[src/psgtnm_pkg.sv]
`timescale 1ns / 1ps
`default_nettype none
// ----------------------------------------------------------------------------
// psgtnm_pkg
// Shared types, register map and volume table of the tone/noise mixer.
// ----------------------------------------------------------------------------
package psgtnm_pkg;

    // Request kinds carried by the input transaction.
    typedef enum logic {
        REQ_TICK  = 1'b0,
        REQ_WRITE = 1'b1
    } t_req;

    // Configuration port register indexes.
    typedef enum logic {
        CFG_BASE_STEP   = 1'b0,
        CFG_SIGNED_MODE = 1'b1
    } t_cfg_idx;

    localparam int BASE_STEP_W = 24;
    localparam int COUNT_W     = 32;
    localparam int LFSR_W      = 16;
    localparam int SAMPLE_W    = 14;
    // Wide enough for three full-scale volumes at the default volume shift.
    localparam int SUM_W       = 16;

    localparam logic signed [SUM_W-1:0]    SUM_MAX    = 16'sd8191;
    localparam logic signed [SUM_W-1:0]    SUM_MIN    = -16'sd8192;
    localparam logic signed [SAMPLE_W-1:0] SAMPLE_MAX = 14'sh1FFF;
    localparam logic signed [SAMPLE_W-1:0] SAMPLE_MIN = 14'sh2000;

    // Sound register map.
    localparam logic [3:0] REG_NOISE = 4'd6;
    localparam logic [3:0] REG_MIXER = 4'd7;
    localparam logic [3:0] REG_VOL0  = 4'd8;

    localparam logic [LFSR_W-1:0] LFSR_SEED = 16'hFFFF;

    // Logarithmic volume table.
    function automatic logic [7:0] f_level(input logic [3:0] vol);
        logic [7:0] lv;
        begin
            case (vol)
                4'd0:    lv = 8'h00;
                4'd1:    lv = 8'h01;
                4'd2:    lv = 8'h02;
                4'd3:    lv = 8'h03;
                4'd4:    lv = 8'h05;
                4'd5:    lv = 8'h07;
                4'd6:    lv = 8'h0B;
                4'd7:    lv = 8'h0F;
                4'd8:    lv = 8'h16;
                4'd9:    lv = 8'h1F;
                4'd10:   lv = 8'h2D;
                4'd11:   lv = 8'h3F;
                4'd12:   lv = 8'h5A;
                4'd13:   lv = 8'h7F;
                4'd14:   lv = 8'hB4;
                default: lv = 8'hFF;
            endcase
            return lv;
        end
    endfunction

endpackage
`default_nettype wire

[src/psgtnm_phase.sv]
`timescale 1ns / 1ps
`default_nettype none
// ----------------------------------------------------------------------------
// psgtnm_phase
// Phase counter: adds the base step on each tick and drops one period when
// the sum passes the period, flagging the wrap to its owner.
// ----------------------------------------------------------------------------
module psgtnm_phase
    import psgtnm_pkg::*;
#(
    parameter int PER_W = 34
) (
    input  wire logic                   i_clk,
    input  wire logic                   i_rst_n,
    input  wire logic                   i_tick,
    input  wire logic [BASE_STEP_W-1:0] i_base_step,
    input  wire logic [PER_W-1:0]       i_period,
    output logic                        o_wrap
);

    localparam int CW = (PER_W > COUNT_W + 1) ? PER_W : COUNT_W + 1;

    logic [COUNT_W-1:0] r_count;
    logic [COUNT_W-1:0] n_count;
    logic [CW-1:0]      acc;
    logic [CW-1:0]      per_w;
    logic [CW-1:0]      diff;

    always_comb begin
        acc    = CW'(r_count) + CW'(i_base_step);
        per_w  = CW'(i_period);
        diff   = acc - per_w;
        o_wrap = acc > per_w;
        // The stored count wraps modulo 2^32 on very long periods.
        n_count = o_wrap ? diff[COUNT_W-1:0] : acc[COUNT_W-1:0];
    end

    always_ff @(posedge i_clk) begin
        if (!i_rst_n) begin
            r_count <= '0;
        end else if (i_tick) begin
            r_count <= n_count;
        end
    end

endmodule
`default_nettype wire

[src/psg_tone_noise_mixer_top.sv]
`timescale 1ns / 1ps
`default_nettype none
// ----------------------------------------------------------------------------
// psg_tone_noise_mixer_top
// Three-tone, one-noise sound generator mixed to one signed 14-bit sample.
// ----------------------------------------------------------------------------
//
// Channel   Direction  Handshake               Payload
// -------   ---------  ----------------------  ---------------------------------
// in        input      i_in_valid/o_in_ready   i_req_type, i_reg_address,
//                                              i_reg_value
// out       output     o_out_valid/i_out_ready o_sample (signed, 14 bits)
// cfg       input      i_cfg_we                i_cfg_addr, i_cfg_wdata
//
// One transaction is accepted per cycle unless the input stalls. A tick steps
// the phase counters, square waves and LFSR and loads the mix snapshot at its
// accept edge; the mix is summed, saturated and registered when it advances.
// A write only updates the sound registers. If the output register is full and
// not taken, a tick in the mix stage holds and the input stalls. Synchronous
// active-low reset clears all but mix data; square waves go high, LFSR all ones.
// ----------------------------------------------------------------------------
module psg_tone_noise_mixer_top
    import psgtnm_pkg::*;
#(
    parameter int PHASE_SHIFT  = 18,
    parameter int VOLUME_SHIFT = 3,
    parameter int NUM_VOICES   = 3
) (
    input  wire logic                    i_clk,
    input  wire logic                    i_rst_n,
    // Input channel.
    input  wire logic                    i_in_valid,
    output logic                         o_in_ready,
    input  wire logic                    i_req_type,
    input  wire logic [3:0]              i_reg_address,
    input  wire logic [7:0]              i_reg_value,
    // Output channel.
    output logic                         o_out_valid,
    input  wire logic                    i_out_ready,
    output logic signed [SAMPLE_W-1:0]   o_sample,
    // Configuration write port.
    input  wire logic                    i_cfg_we,
    input  wire logic                    i_cfg_addr,
    input  wire logic [BASE_STEP_W-1:0]  i_cfg_wdata
);

    localparam int TPER_W = 16 + PHASE_SHIFT;
    localparam int VOL_W  = 8 + VOLUME_SHIFT;

    // Configuration registers.
    logic [BASE_STEP_W-1:0] r_base_step;
    logic                   r_signed_mode;

    // Sound registers. Only the bits that affect the mix are kept.
    logic [7:0]         r_per_lo    [NUM_VOICES];
    logic [7:0]         r_per_hi    [NUM_VOICES];
    logic [3:0]         r_vol       [NUM_VOICES];
    logic               r_tone_dis  [NUM_VOICES];
    logic               r_noise_dis [NUM_VOICES];
    logic [COUNT_W-1:0] r_noise_step;
    logic [COUNT_W-1:0] n_noise_step;

    // Waveform state.
    logic               r_tone_level [NUM_VOICES];
    logic               n_tone_level [NUM_VOICES];
    logic               tone_wrap    [NUM_VOICES];
    logic [LFSR_W-1:0]  r_lfsr;
    logic [LFSR_W-1:0]  n_lfsr;
    logic               noise_wrap;

    // Mix stage snapshot.
    logic               r_s1_vld;
    logic               r_s1_level [NUM_VOICES];
    logic               r_s1_ton   [NUM_VOICES];
    logic               r_s1_non   [NUM_VOICES];
    logic [VOL_W-1:0]   r_s1_vol   [NUM_VOICES];
    logic               r_s1_nbit;
    logic               r_s1_smode;

    // Output register.
    logic                       r_out_vld;
    logic signed [SAMPLE_W-1:0] r_sample;
    logic signed [SAMPLE_W-1:0] n_sample;
    logic signed [SUM_W-1:0]    sum;

    logic in_acc;
    logic tick;
    logic wr;
    logic s1_adv;

    // ------------------------------------------------------------------
    // Flow control.
    // ------------------------------------------------------------------
    assign s1_adv     = r_s1_vld && (!r_out_vld || i_out_ready);
    assign o_in_ready = !r_s1_vld || s1_adv;
    assign in_acc     = i_in_valid && o_in_ready;
    assign tick       = in_acc && (i_req_type == REQ_TICK);
    assign wr         = in_acc && (i_req_type == REQ_WRITE);

    assign o_out_valid = r_out_vld;
    assign o_sample    = r_sample;

    // ------------------------------------------------------------------
    // Configuration port.
    // ------------------------------------------------------------------
    always_ff @(posedge i_clk) begin
        if (!i_rst_n) begin
            r_base_step   <= '0;
            r_signed_mode <= 1'b0;
        end else if (i_cfg_we) begin
            unique case (i_cfg_addr)
                CFG_BASE_STEP:   r_base_step   <= i_cfg_wdata;
                CFG_SIGNED_MODE: r_signed_mode <= i_cfg_wdata[0];
                default:         r_base_step   <= r_base_step;
            endcase
        end
    end

    // ------------------------------------------------------------------
    // Noise period and LFSR. The noise step is fixed at write time against
    // the base step then in force and is not set below that base step.
    // ------------------------------------------------------------------
    always_comb begin
        n_noise_step = COUNT_W'(i_reg_value[4:0]) << (PHASE_SHIFT + 2);
        if (n_noise_step < COUNT_W'(r_base_step)) begin
            n_noise_step = COUNT_W'(r_base_step);
        end
        n_lfsr = noise_wrap ? {r_lfsr[0] ^ r_lfsr[3], r_lfsr[LFSR_W-1:1]} : r_lfsr;
    end

    always_ff @(posedge i_clk) begin
        if (!i_rst_n) begin
            r_noise_step <= '0;
            r_lfsr       <= LFSR_SEED;
        end else begin
            if (wr && (i_reg_address == REG_NOISE)) begin
                r_noise_step <= n_noise_step;
            end
            if (tick) begin
                r_lfsr <= n_lfsr;
            end
        end
    end

    psgtnm_phase #(
        .PER_W (COUNT_W)
    ) u_noise_phase (
        .i_clk       (i_clk),
        .i_rst_n     (i_rst_n),
        .i_tick      (tick),
        .i_base_step (r_base_step),
        .i_period    (r_noise_step),
        .o_wrap      (noise_wrap)
    );

    // ------------------------------------------------------------------
    // Tone voices: period and volume registers, phase counter, square wave
    // and the per-voice part of the mix snapshot.
    // ------------------------------------------------------------------
    for (genvar c = 0; c < NUM_VOICES; c++) begin : g_voice
        psgtnm_phase #(
            .PER_W (TPER_W)
        ) u_tone_phase (
            .i_clk       (i_clk),
            .i_rst_n     (i_rst_n),
            .i_tick      (tick),
            .i_base_step (r_base_step),
            .i_period    ({r_per_hi[c], r_per_lo[c], {PHASE_SHIFT{1'b0}}}),
            .o_wrap      (tone_wrap[c])
        );

        assign n_tone_level[c] = r_tone_level[c] ^ tone_wrap[c];

        always_ff @(posedge i_clk) begin
            if (!i_rst_n) begin
                r_per_lo[c]     <= '0;
                r_per_hi[c]     <= '0;
                r_vol[c]        <= '0;
                r_tone_dis[c]   <= 1'b0;
                r_noise_dis[c]  <= 1'b0;
                r_tone_level[c] <= 1'b1;
            end else begin
                if (wr) begin
                    if (i_reg_address == 4'(2 * c)) begin
                        r_per_lo[c] <= i_reg_value;
                    end
                    if (i_reg_address == 4'(2 * c + 1)) begin
                        r_per_hi[c] <= i_reg_value;
                    end
                    if (i_reg_address == REG_VOL0 + 4'(c)) begin
                        r_vol[c] <= i_reg_value[3:0];
                    end
                    if (i_reg_address == REG_MIXER) begin
                        r_tone_dis[c]  <= i_reg_value[c];
                        r_noise_dis[c] <= i_reg_value[c + 3];
                    end
                end
                if (tick) begin
                    r_tone_level[c] <= n_tone_level[c];
                end
            end
        end

        // The mix sees the square wave after this tick's toggle.
        always_ff @(posedge i_clk) begin
            if (tick) begin
                r_s1_level[c] <= n_tone_level[c];
                r_s1_ton[c]   <= !r_tone_dis[c];
                r_s1_non[c]   <= !r_noise_dis[c];
                r_s1_vol[c]   <= VOL_W'(f_level(r_vol[c])) << VOLUME_SHIFT;
            end
        end
    end

    always_ff @(posedge i_clk) begin
        if (tick) begin
            r_s1_nbit  <= n_lfsr[0];
            r_s1_smode <= r_signed_mode;
        end
    end

    // ------------------------------------------------------------------
    // Mix stage: a voice adds its volume when its enabled tone or noise is
    // high. In signed mode a voice with both sources enabled and both low
    // subtracts its volume instead. The sum saturates to 14 bits.
    // ------------------------------------------------------------------
    always_comb begin
        logic signed [SUM_W-1:0] v;
        sum = '0;
        for (int c = 0; c < NUM_VOICES; c++) begin
            v = SUM_W'(r_s1_vol[c]);
            if ((r_s1_ton[c] && r_s1_level[c]) || (r_s1_non[c] && r_s1_nbit)) begin
                sum = sum + v;
            end else if (r_s1_ton[c] && r_s1_non[c] && r_s1_smode) begin
                sum = sum - v;
            end
        end
        if (sum > SUM_MAX) begin
            n_sample = SAMPLE_MAX;
        end else if (sum < SUM_MIN) begin
            n_sample = SAMPLE_MIN;
        end else begin
            n_sample = sum[SAMPLE_W-1:0];
        end
    end

    always_ff @(posedge i_clk) begin
        if (!i_rst_n) begin
            r_s1_vld  <= 1'b0;
            r_out_vld <= 1'b0;
        end else begin
            if (tick) begin
                r_s1_vld <= 1'b1;
            end else if (s1_adv) begin
                r_s1_vld <= 1'b0;
            end
            if (s1_adv) begin
                r_out_vld <= 1'b1;
            end else if (i_out_ready) begin
                r_out_vld <= 1'b0;
            end
        end
    end

    always_ff @(posedge i_clk) begin
        if (s1_adv) begin
            r_sample <= n_sample;
        end
    end

endmodule
`default_nettype wire
[config.mk]
export PLATFORM = sky130hd
export DESIGN_NAME = psg_tone_noise_mixer_top
export DESIGN_NICKNAME = d
export VERILOG_FILES = /design/src/psgtnm_pkg.sv /design/src/psgtnm_phase.sv /design/src/psg_tone_noise_mixer_top.sv
export SDC_FILE = /design/constraint.sdc
export NUM_CORES = 1
export LEC_CHECK = 0
export BUFFER_PORTS_ARGS = -buffer_cell sky130_fd_sc_hd__buf_2
export CAP_MARGIN = 0
export CORE_UTILIZATION = 46
export DETAILED_ROUTE_END_ITERATION = 16
export GPL_TIMING_DRIVEN = 0
export PLACE_DENSITY = 0.7
export SYNTH_ARGS = -nofsm -noshare
export SYNTH_HDL_FRONTEND = slang
export SYNTH_SLANG_ARGS = --single-unit
[constraint.sdc]
create_clock -name i_clk -period 7.5 [get_ports i_clk]
set_input_delay 0.75 -clock i_clk [delete_from_list [all_inputs] [get_ports i_clk]]
set_output_delay 0.75 -clock i_clk [all_outputs]
set_load 0.03 [all_outputs]
==> metrics, run 1 <==
Slew @ Worst Pin around 1.3 ns; Metal-1 WL 31720 um; Max IR drop VDD 0.2062 mV; crit end category register; synthesized net count 3148; crit start category register; FF-to-FF setup slack a little under 0.4 ns; crit path DAT 7.59 ns; fin worst setup slack 0.3945 ns; CTS tree done; R2R cell count 25; first-pass GRT wire length 115600 um; number of global-route vias before repair approximately 21000; Sink Count 312; CP max-delay cell dfxtp_1; Hold Startpoint i_cfg_wdata[8]; Final #Nets ~3200; metal3 WL just over 5000 um; reg-to-reg critical path startpoint r_base_step[0]; Max Clock Freq 0.1407 GHz; Hold WC Path Type in -> reg; Core Region approximately 0.050 mm^2; Met2 Routed Length 34090 um; Hold Path End r_base_step[8]; DR vias 22360; IO Count 59; unrepaired setup endpoints after global routing no; initial antenna violation count 1; CTS max path bufs 3; Remaining Overflow, GRT 0; Post-synth EDFFs 114; Final TNS setup 0 ns; post-synth top area cell dfxtp_1; CP startpoint r_base_step[0]; Final Wtd Congestion 0.9565; area delta synth->final 10.22%; DRT Pass-1 Iters 7; max cap viols 0; critical path's largest stage delay 0.60 ns; Post-synth ARST share 0; die area 0.05242 mm^2; final worst-path cycle share 0.9474; vias per std cell 6.058; DRC 0; crit-path max FO 10; max-slew violations 0; highest routed layer met4; Seq/Total Area, Yosys 0.3118; Routed WL per cell 20.14 um; Setup CP Type reg -> reg; hold depth 3; dpl cell area 0.02486 mm^2; final wirelength 74300 um; clk root buf clkbuf_16; most common cell in the netlist nand2_1; H-tree levels 2; Avg Inst Size Synth 8.204 um^2; pin count of the biggest net entering global routing 37; Post-synth top cells nand2_1, a21oi_1, nor2_1, ha_1, dfxtp_1; Detailed Route Iter0 Violations 2060; Initial Util 0.4694; Die Wd 229.0 um; synth top area cells dfxtp_1, edfxtp_1, ha_1; HPWL after detailed placement ~56000 um; clk_lat worst skew 0.57 ns; Final Total Pwr around 6.3 mW; Total GRT Usage 0.2788; Detail Route Antenna Nets 0; fraction of layout cells with a size suffix above 1 0.07159; Most used DFF post-synth dfxtp_1; Port Buffers 57; LEAKAGE 10.72 nW; Slew headroom 0.09358; crit path time final 7.106 ns; power density over cell area roughly 240 mW/mm^2; TritonCTS buffer count 38; Critical Path RT around 8 ns; FP Rows 82; Synth cell types roughly 110; Post-Syn Instances around 2900; worst r2r dst g_voice[2].u_tone_phase.r_count[24]; Synth Cell Area 0.02369 mm^2; Final Skew between 0.02 and 0.03 ns; die height ~230 um; Final Instance Area 0.02612 mm^2; Yosys top cell area share 0.1673; status complete, no violations; Syn. warnings 0; synthesis-stage register bit count between 300 and 400; post-place setup slack 0.5199 ns; Fin Hold WS 0.4202 ns; Setup violations, final 0; final hold viol count 0; clock transition at the registers of the reported paths 0.06 ns
-- state kept, by name, summed over array words and instances, names as in the netlist, 3 cells and up --
register / flops
r_s1_ton: 3
g_voice.u_tone_phase.r_count: 96
r_vol: 12
r_per_lo: 24
r_noise_dis: 3
r_tone_dis: 3
r_per_hi: 24
r_noise_step: 25
r_base_step: 24
o_sample: 12
r_s1_vol: 24
r_lfsr: 16
r_tone_level: 3
r_s1_level: 3
u_noise_phase.r_count: 32
r_s1_non: 3
-- logic make-up (layout without fill, tap and decap cells) --
logic type / Yosys count / in the layout / synth area share
and+or+nand+nor: 1007 / 1007 / 0.2058
xor gates and xnor gates: 152 / 152 / 0.05651
DFF: 312 / 312 / 0.3118
AOI/OAI and AO/OA: 839 / 839 / 0.2309
buffers and inverters: 305 / 434 / 0.05249
adders and majority gates: 224 / 224 / 0.1214
other: 0 / 1 / 0
muxes: 49 / 49 / 0.02118
-- cell type report --
class	count	area [um^2]
tap	672	840.8
sequential	312	7388
inverter	185	694.4
multi-input combinational	2271	15070
clock buffer	53	1091
buffer	120	550.5
antenna	1	2.502
timing repair buffer	61	320.3
clock inverter	15	160.2
fill	4827	24360
-- cells in the final DEF, fill, tap and decap left out, types with 81 or more instances in the layout --
cell type / instances
nor2_1: 222
o21ai_0: 151
ha_1: 205
edfxtp_1: 114
a21oi_1: 275
nand3_1: 106
clkbuf_1: 91
dfxtp_1: 197
inv_1: 184
xnor2_1: 102
nand2_1: 324
and2_1: 81
-- per-stage QoR --
step / instances / util
floorplan: 2888 / -
global placement: 3617 / 0.4917
detailed placement: 3620 / 0.4924
CTS: 3688 / 0.5172
global route: 3689 / 0.5173
finish: 3690 / 0.5174
-- per-layer routing --
layer | track usage | vias up
met5 | 0 | -
met1 | 0.3603 | 10700
met2 | 0.4627 | 819
met3 | 0.03930 | 186
li1 | - | 10650
met4 | 0.1206 | 0
-- power breakdown --
group	internal (mW)	total (mW)	switching (mW)	leakage, nW
combinational	0.926	2.45	1.52	7.45
sequential	1.90	2.01	0.109	2.66
clock	1.12	1.88	0.759	0.599
-- how the worst max path moves through the flow --
| stage | to |
|---|---|
| 2_1_floorplan | g_voice[2].u_tone_phase.r_count[24] |
| 3_3_place_gp | g_voice[2].u_tone_phase.r_count[27] |
| 3_5_place_dp | g_voice[2].u_tone_phase.r_count[24] |
| 4_1_cts | g_voice[2].u_tone_phase.r_count[24] |
| 5_1_grt | g_voice[2].u_tone_phase.r_count[20] |
| 6_report | g_voice[2].u_tone_phase.r_count[24] |
-- worst max-delay path, delay by kind of cell, from the launching register on --
family          cells  cell delay [ns]
xor+xnor            1             0.16
simple gates       11             2.71
buf+inv             2             0.26
compound gates      8             2.11
fa+ha+maj           3             1.19
flops               1             0.60
-- what timing repair did --
| action | in CTS | in global routing |
|---|---|---|
| endpoints found under the setup margin | 0 | 3 |
| hold buffers | 0 | 0 |
| setup buffers | 0 | 0 |
| gates resized for setup | 0 | 1 |
Power figures use the tool's default switching activity.
==> inputs of run 2 (changes only) <==
Settings changed: SYNTH_HIERARCHICAL set to 1.
==> run 2 against run 1 <==
Net effect:
- fmax decreased by 0.26%
- final cell count increased by 24%
- highest routed layer is now met5
- clock power increased by 9%
- critical path depth decreased by 3
- design area increased by 20%
- area after synthesis increased by 20%
- critical path type unchanged
- total power decreased by 11%
- clock skew increased by 0.010 ns
- combinational power decreased by 32%
- largest cell class unchanged
==> metrics, run 2 <==
clk_lat worst skew 0.60 ns (+0.03 ns); post-synthesis mux area share 0.01350 (-0.007673); clock transition at the registers of the reported paths 0.06 ns (about the same); Detail Route Antenna Nets 0 (unchanged); Slew @ Worst Pin 1.301 ns (-0.04404 ns); HPWL after detailed placement 63920 um (+14%); post-synth top area cell dfxtp_1; max cap viols 0 (unchanged); Post-Synth Adder-Cell Area 0.1290 (+0.007608); Compound-Gate Fraction of Synth Area 0.2715 (+0.04059); number of global-route vias before repair 24890 (+18%); final hold viol count 0 (unchanged); largest registers g_voice.u_tone_phase/r_count: 96 flops, u_noise_phase/r_count: 32 flops, r_noise_step: 25 flops; Final #Nets 4079 (+26%); FF-to-FF setup slack 0.38 ns (-0.02 ns); R2R cell count 22 (-12%); crit start category register; crit end category register; Initial Util 0.4687 (-0.0006972); final core occ 0.5163 (-0.001024); CTS tree done; Synth Area in XOR/XNOR 0.06778 (+0.01127); post_cts resized 0 (unchanged); Max IR drop VDD 0.1488 mV (-28%); Remaining Overflow, GRT 0 (unchanged); unrepaired setup endpoints after global routing no; most common cell after layout, fill and taps aside nand2_1; Seq/Total Area, Yosys 0.2597 (-0.05210); Max Clock Freq 0.1404 GHz (-0.26%); crit path DAT 7.45 ns (-0.14 ns); most frequent cells in the layout nand2_1, a21oi_1, ha_1; CP startpoint r_base_step[0]; Setup CP Type reg -> reg; CTS max path bufs 3 (unchanged); DRT Pass-1 Iters 6 (-1); die height 250.7 um (+9.5%); Slew headroom 0.1232 (+0.02967); synthesis-stage register bit count 312 (unchanged); max reg flops 96 (unchanged); power density over cell area 179.0 mW/mm^2 (-26%); LEAKAGE 13.39 nW (+25%); Final Skew 0.03687 ns (+0.01008 ns); Fin Hold WS 0.4057 ns (-0.01451 ns); fraction of layout cells with a size suffix above 1 0.07493 (+0.003340); Most used DFF post-synth dfxtp_1; final worst-path cycle share 0.9499 (+0.002506); Core Region 0.06070 mm^2 (+20%); Port Buffers 58 (+1.8%); Synth Cell Area 0.02845 mm^2 (+20%); Synth cell types 124 (+16%); area delta synth->final 10.17% (about the same); crit-path max FO 10 (unchanged); Post-synth top cells nand2_1, a21oi_1, ha_1, inv_1, o21ai_0; postcts setup bufs 0 (unchanged); worst r2r dst r_tone_level[2]; Hold WC Path Type in -> reg; Final TNS setup 0 ns (unchanged); TritonCTS buffer count 40 (+5.3%); max-slew violations 0 (unchanged); hold_buf cts 0 (unchanged); Final Wtd Congestion 0.9659 (+0.98%); final wirelength 85100 um (+15%); DRC 0 (unchanged); Setup violations, final 0 (unchanged); Post-synth ARST share 0 (unchanged); FP Rows 90 (+9.8%); pin count of the biggest net entering global routing 60 (+62%); final-layout fill cell count 5780 (+20%); most common cell in the netlist nand2_1; Detailed Route Iter0 Violations 2131 (+3.4%); crit path to r_tone_level[2]; synth top area cells dfxtp_1, edfxtp_1, ha_1; crit path time final 7.124 ns (+0.01879 ns); initial antenna violation count 3 (+2); Critical Path RT 7.83 ns (-0.15 ns); Top reg by flops g_voice.u_tone_phase/r_count; H-tree levels 2 (unchanged); Routed WL per cell 18.61 um (-7.6%); die area 0.06284 mm^2 (+20%); Sink Count 312 (unchanged); Yosys top cell area share 0.1393 (-0.02796); first-pass GRT wire length 134400 um (+16%); clk root buf clkbuf_16; reg-to-reg critical path startpoint r_base_step[0]; Die Wd 250.7 um (+9.5%); status complete, no violations; Post-Syn Instances 3595 (+24%); Post-synth EDFFs 114 (unchanged); Total GRT Usage 0.2658 (-0.01298); Post-Synth Simple-Gate Area 0.2018 (-0.003951); Avg Inst Size Synth 7.913 um^2 (-3.5%); Syn. warnings 6 (+6); IO Count 59 (unchanged); main combinational cell family by area after synthesis compound AO/OA/AOI/OAI gates; vias per std cell 5.885 (-2.9%); DR vias 26910 (+20%)
==> run 2: layout make-up <==
class / instances / area (um^2) / share of cell area
flip-flops and latches: 312 / 7387 / 0.2357
clock buffers: 49 / 1085 / 0.03461
diodes: 1 / 2.502 / 0.00007985
clock inverters: 25 / 291.5 / 0.009303
plain buffers: 140 / 646.9 / 0.02064
multi-input cells: 2947 / 19670 / 0.6278
repair buffers: 61 / 307.8 / 0.009822
inverters: 256 / 965.9 / 0.03082
well taps: 782 / 978.4 / 0.03122
==> run 2: critical path: stages, from the launching register on <==
cell and delay [ns]:
dfxtp_1 0.95, ha_1 0.35, fa_1 0.25, a211o_2 0.14
o211ai_1 0.13, a211oi_1 0.36, nor2_1 0.13, o21ai_0 0.48
a21oi_1 0.38, nor3_1 0.36, xor2_1 0.16, ha_1 0.29
clkbuf_1 0.30, nand2_1 0.08, o21ai_0 0.37, nor2_1 0.13
a31oi_1 0.23, a31oi_1 0.14, or2_2 0.34, inv_1 0.17
buf_2 0.33, xor2_1 0.13, or4b_2 0.61
==> run 2: cells by family (layout without fill, tap and decap cells) <==
family | after synthesis | after routing
AOI/OAI and AO/OA | 1159 | 1159
xor gates and xnor gates | 218 | 218
adders and majority gates | 287 | 287
buffers and inverters | 396 | 531
DFF | 312 | 312
muxes | 38 | 38
other | 1 | 62
and+or+nand+nor | 1184 | 1184
==> run 2: report_power, final <==
part,switching [mW],internal (mW),total (mW)
combinational,1.00,0.656,1.66
sequential,0.0778,1.84,1.91
clock,0.853,1.19,2.04
total,1.93,3.68,5.61
==> run 2: stage by stage <==
| step | cells | power (mW) | setup WS [ns] | area, um^2 |
|---|---|---|---|---|
| CTS | 4572 | 5.611 | 0.4962 | 31340 |
| floorplan | 3655 | 3.190 | 2.288 | 28670 |
| detailed placement | 4498 | 3.561 | 0.5348 | 29960 |
| global placement | 4495 | 3.545 | 0.5683 | 29940 |
| finish | 4573 | 5.610 | 0.3757 | 31340 |
| global route | 4572 | 5.888 | 0.01061 | 31340 |
==> run 2: how the worst min path moves through the flow <==
| stage | start | to | depth (start not counted) |
|---|---|---|---|
| finish | i_cfg_wdata[23] | r_base_step[23] | 3 |
| floorplan | r_signed_mode | r_s1_smode | 0 |
| detailed placement | r_signed_mode | r_s1_smode | 0 |
| CTS | i_cfg_wdata[22] | r_base_step[22] | 3 |
| global route | i_cfg_wdata[23] | r_base_step[23] | 3 |
| global placement | r_signed_mode | r_s1_smode | 0 |
==> run 2: per-layer routing <==
layer / up-vias / track usage / routed length (um)
li1: 13320 / - / -
met5: - / 0 / 31
met3: 144 / 0.04053 / 5433
met2: 840 / 0.4387 / 38610
met1: 12610 / 0.3559 / 38520
met4: 4 / 0.08116 / 2513
==> inputs of run 3 (changes only) <==
Settings changed: BUFFER_PORTS_ARGS -buffer_cell sky130_fd_sc_hd__buf_2 to unset, DONT_BUFFER_PORTS set to 1, PLACE_DENSITY 0.7 to 0.69.
==> run 3 against run 2 <==
Net effect:
- clock skew decreased by 0.0029 ns
- die area stayed put
- flip-flop and latch count did not move
- fmax up 3.0%
- critical path depth did not move
- non-clock buffer count shrank 61
- sequential share of layout area rose by 0.27 points
- worst setup slack gained 0.21 ns
- clock-buffer cell count increased by 5
- core utilization down 0.59 points
- design area is 1.1% lower
- combinational power barely moved
- largest power group unchanged
- highest routed layer is now met4
==> metrics, run 3 (synthesis gave the netlist of run 2 again) <==
first-pass GRT wire length 134000 um (-0.24%); Final Instance Area 0.03098 mm^2 (-1.1%); most common cell after layout, fill and taps aside nand2_1; largest registers g_voice.u_tone_phase/r_count: 96 flops, u_noise_phase/r_count: 32 flops, r_noise_step: 25 flops; Core Region 0.06070 mm^2 (unchanged); area delta synth->final 8.916%; initial antenna violation count 1 (-2); final worst-path cycle share 0.9225 (-0.02742); hold_buf cts 0 (unchanged); Multi-input gate area 0.01967 mm^2 (unchanged); post-place setup slack 0.6899 ns (+0.1551 ns); die height 250.7 um (unchanged); IO Count 59 (unchanged); max cap viols 0 (unchanged); Final Wtd Congestion 0.9247 (-4.3%); Routed WL per cell 18.75 um (+0.78%); Remaining Overflow, GRT 0 (unchanged); Detail Route Antenna Nets 0 (unchanged); unrepaired setup endpoints after global routing no; die area 0.06284 mm^2 (unchanged); Setup CP Type reg -> reg; Sink Count 312 (unchanged); Final Skew 0.03402 ns (-0.002856 ns); Top reg by flops g_voice.u_tone_phase/r_count; fraction of layout cells with a size suffix above 1 0.05958 (-0.01535); Final Total Pwr 5.512 mW (-1.7%); Slew headroom 0.08329 (-0.03996); final hold viol count 0 (unchanged); max reg flops 96 (unchanged); HPWL after detailed placement 64460 um (+0.85%); pin count of the biggest net entering global routing 60 (unchanged); clk root buf clkbuf_16; Port Buffers 0 (-100%); Final #Nets 4017 (-1.5%); Max IR drop VDD 0.1382 mV (-7.1%); vias per std cell 5.924 (+0.66%); final wirelength 84540 um (-0.66%); Initial Util 0.4687 (unchanged); DRT Pass-1 Iters 5 (-1); Hold WC Path Type in -> reg; Max Clock Freq 0.1445 GHz (+3.0%); crit path DAT 7.24 ns (-0.21 ns); number of global-route vias before repair 24800 (-0.37%); post_cts resized 0 (unchanged); Setup violations, final 0 (unchanged); Die Wd 250.7 um (unchanged); register area 0.007387 mm^2 (unchanged); TritonCTS buffer count 39 (-2.5%); Final TNS setup 0 ns (unchanged); most frequent cells in the layout nand2_1, a21oi_1, ha_1; DR vias 26710 (-0.77%); CTS tree done; fin worst setup slack 0.5814 ns (+0.2057 ns); Detailed Route Iter0 Violations 2282 (+7.1%); DRC 0 (unchanged); clock transition at the registers of the reported paths 0.07 ns (about the same); CTS max path bufs 3 (unchanged); clk_lat worst skew 0.59 ns (about the same); postcts setup bufs 0 (unchanged); Critical Path RT 7.82 ns (about the same); max-slew violations 0 (unchanged); crit end category register; LEAKAGE 13.14 nW (-1.9%); Total GRT Usage 0.2657 (about the same); dpl cell area 0.02965 mm^2 (-1.0%); crit path time final 6.919 ns (-0.2057 ns); status complete, no violations; H-tree levels 2 (unchanged); crit-path max FO 10 (unchanged); n_diodes 0 (-1); Slew @ Worst Pin 1.361 ns (+0.05931 ns); crit start category register; power density over cell area 177.9 mW/mm^2 (-0.62%); FP Rows 90 (unchanged); final core occ 0.5105 (-0.005876); final-layout fill cell count 5835 (+0.95%)
==> run 3: layout make-up <==
cell class,count,share of cell area
tap,782,0.03158
sequential,312,0.2384
buffer,140,0.02088
inverter,256,0.03118
clock inverter,17,0.006340
multi-input combinational,2947,0.6350
clock buffer,54,0.03659
==> run 3: where the power goes <==
part	total, mW	switching, mW	internal [mW]
registers	1.92	0.0857	1.84
clock network	1.96	0.818	1.14
logic	1.63	0.981	0.647
total	5.51	1.88	3.63
==> run 3: final timing paths <==
kind / start / end / slack [ns] / depth (start not counted)
worst min-delay path: i_reg_value[5] / r_noise_dis[2] / 0.29 / 2
worst max register to register: r_base_step[0] / r_tone_level[1] / 0.58 / 22
worst min register to register: r_signed_mode / r_s1_smode / 0.46 / 0
worst max-delay path: r_base_step[0] / r_tone_level[1] / 0.58 / 22
==> run 3: per-layer routing <==
metal	vias to the layer above	part of all wire	global-route usage
met4	0	0.036	0.1036
met5	-	0	0
li1	13210	-	-
met3	139	0.060	0.03180
met2	843	0.45	0.4322
met1	12510	0.45	0.3580
==> run 3: stage by stage <==
step / hold slack (ns) / std cells
CTS: 0.2725 / 4508
detailed placement: 0.4398 / 4437
floorplan: 0.4081 / 3655
global route: 0.2847 / 4508
finish: 0.2949 / 4508
global placement: 0.4452 / 4437
==> run 3: critical path: stages, from the launching register on <==
cell and delay (ns):
dfxtp_1 0.90, ha_1 0.33, fa_1 0.25, a211o_2 0.14, o211ai_1 0.13, a211oi_1 0.37
nor2_1 0.12, o21ai_0 0.45, a21oi_1 0.36, nor3_1 0.41, xor2_1 0.12, ha_1 0.28
clkbuf_1 0.30, nand2_1 0.08, o21ai_0 0.23, nor2_1 0.10, a31oi_1 0.22, a31oi_1 0.14
or2_2 0.34, inv_1 0.23, buf_2 0.39, xor2_1 0.13, or4b_2 0.61
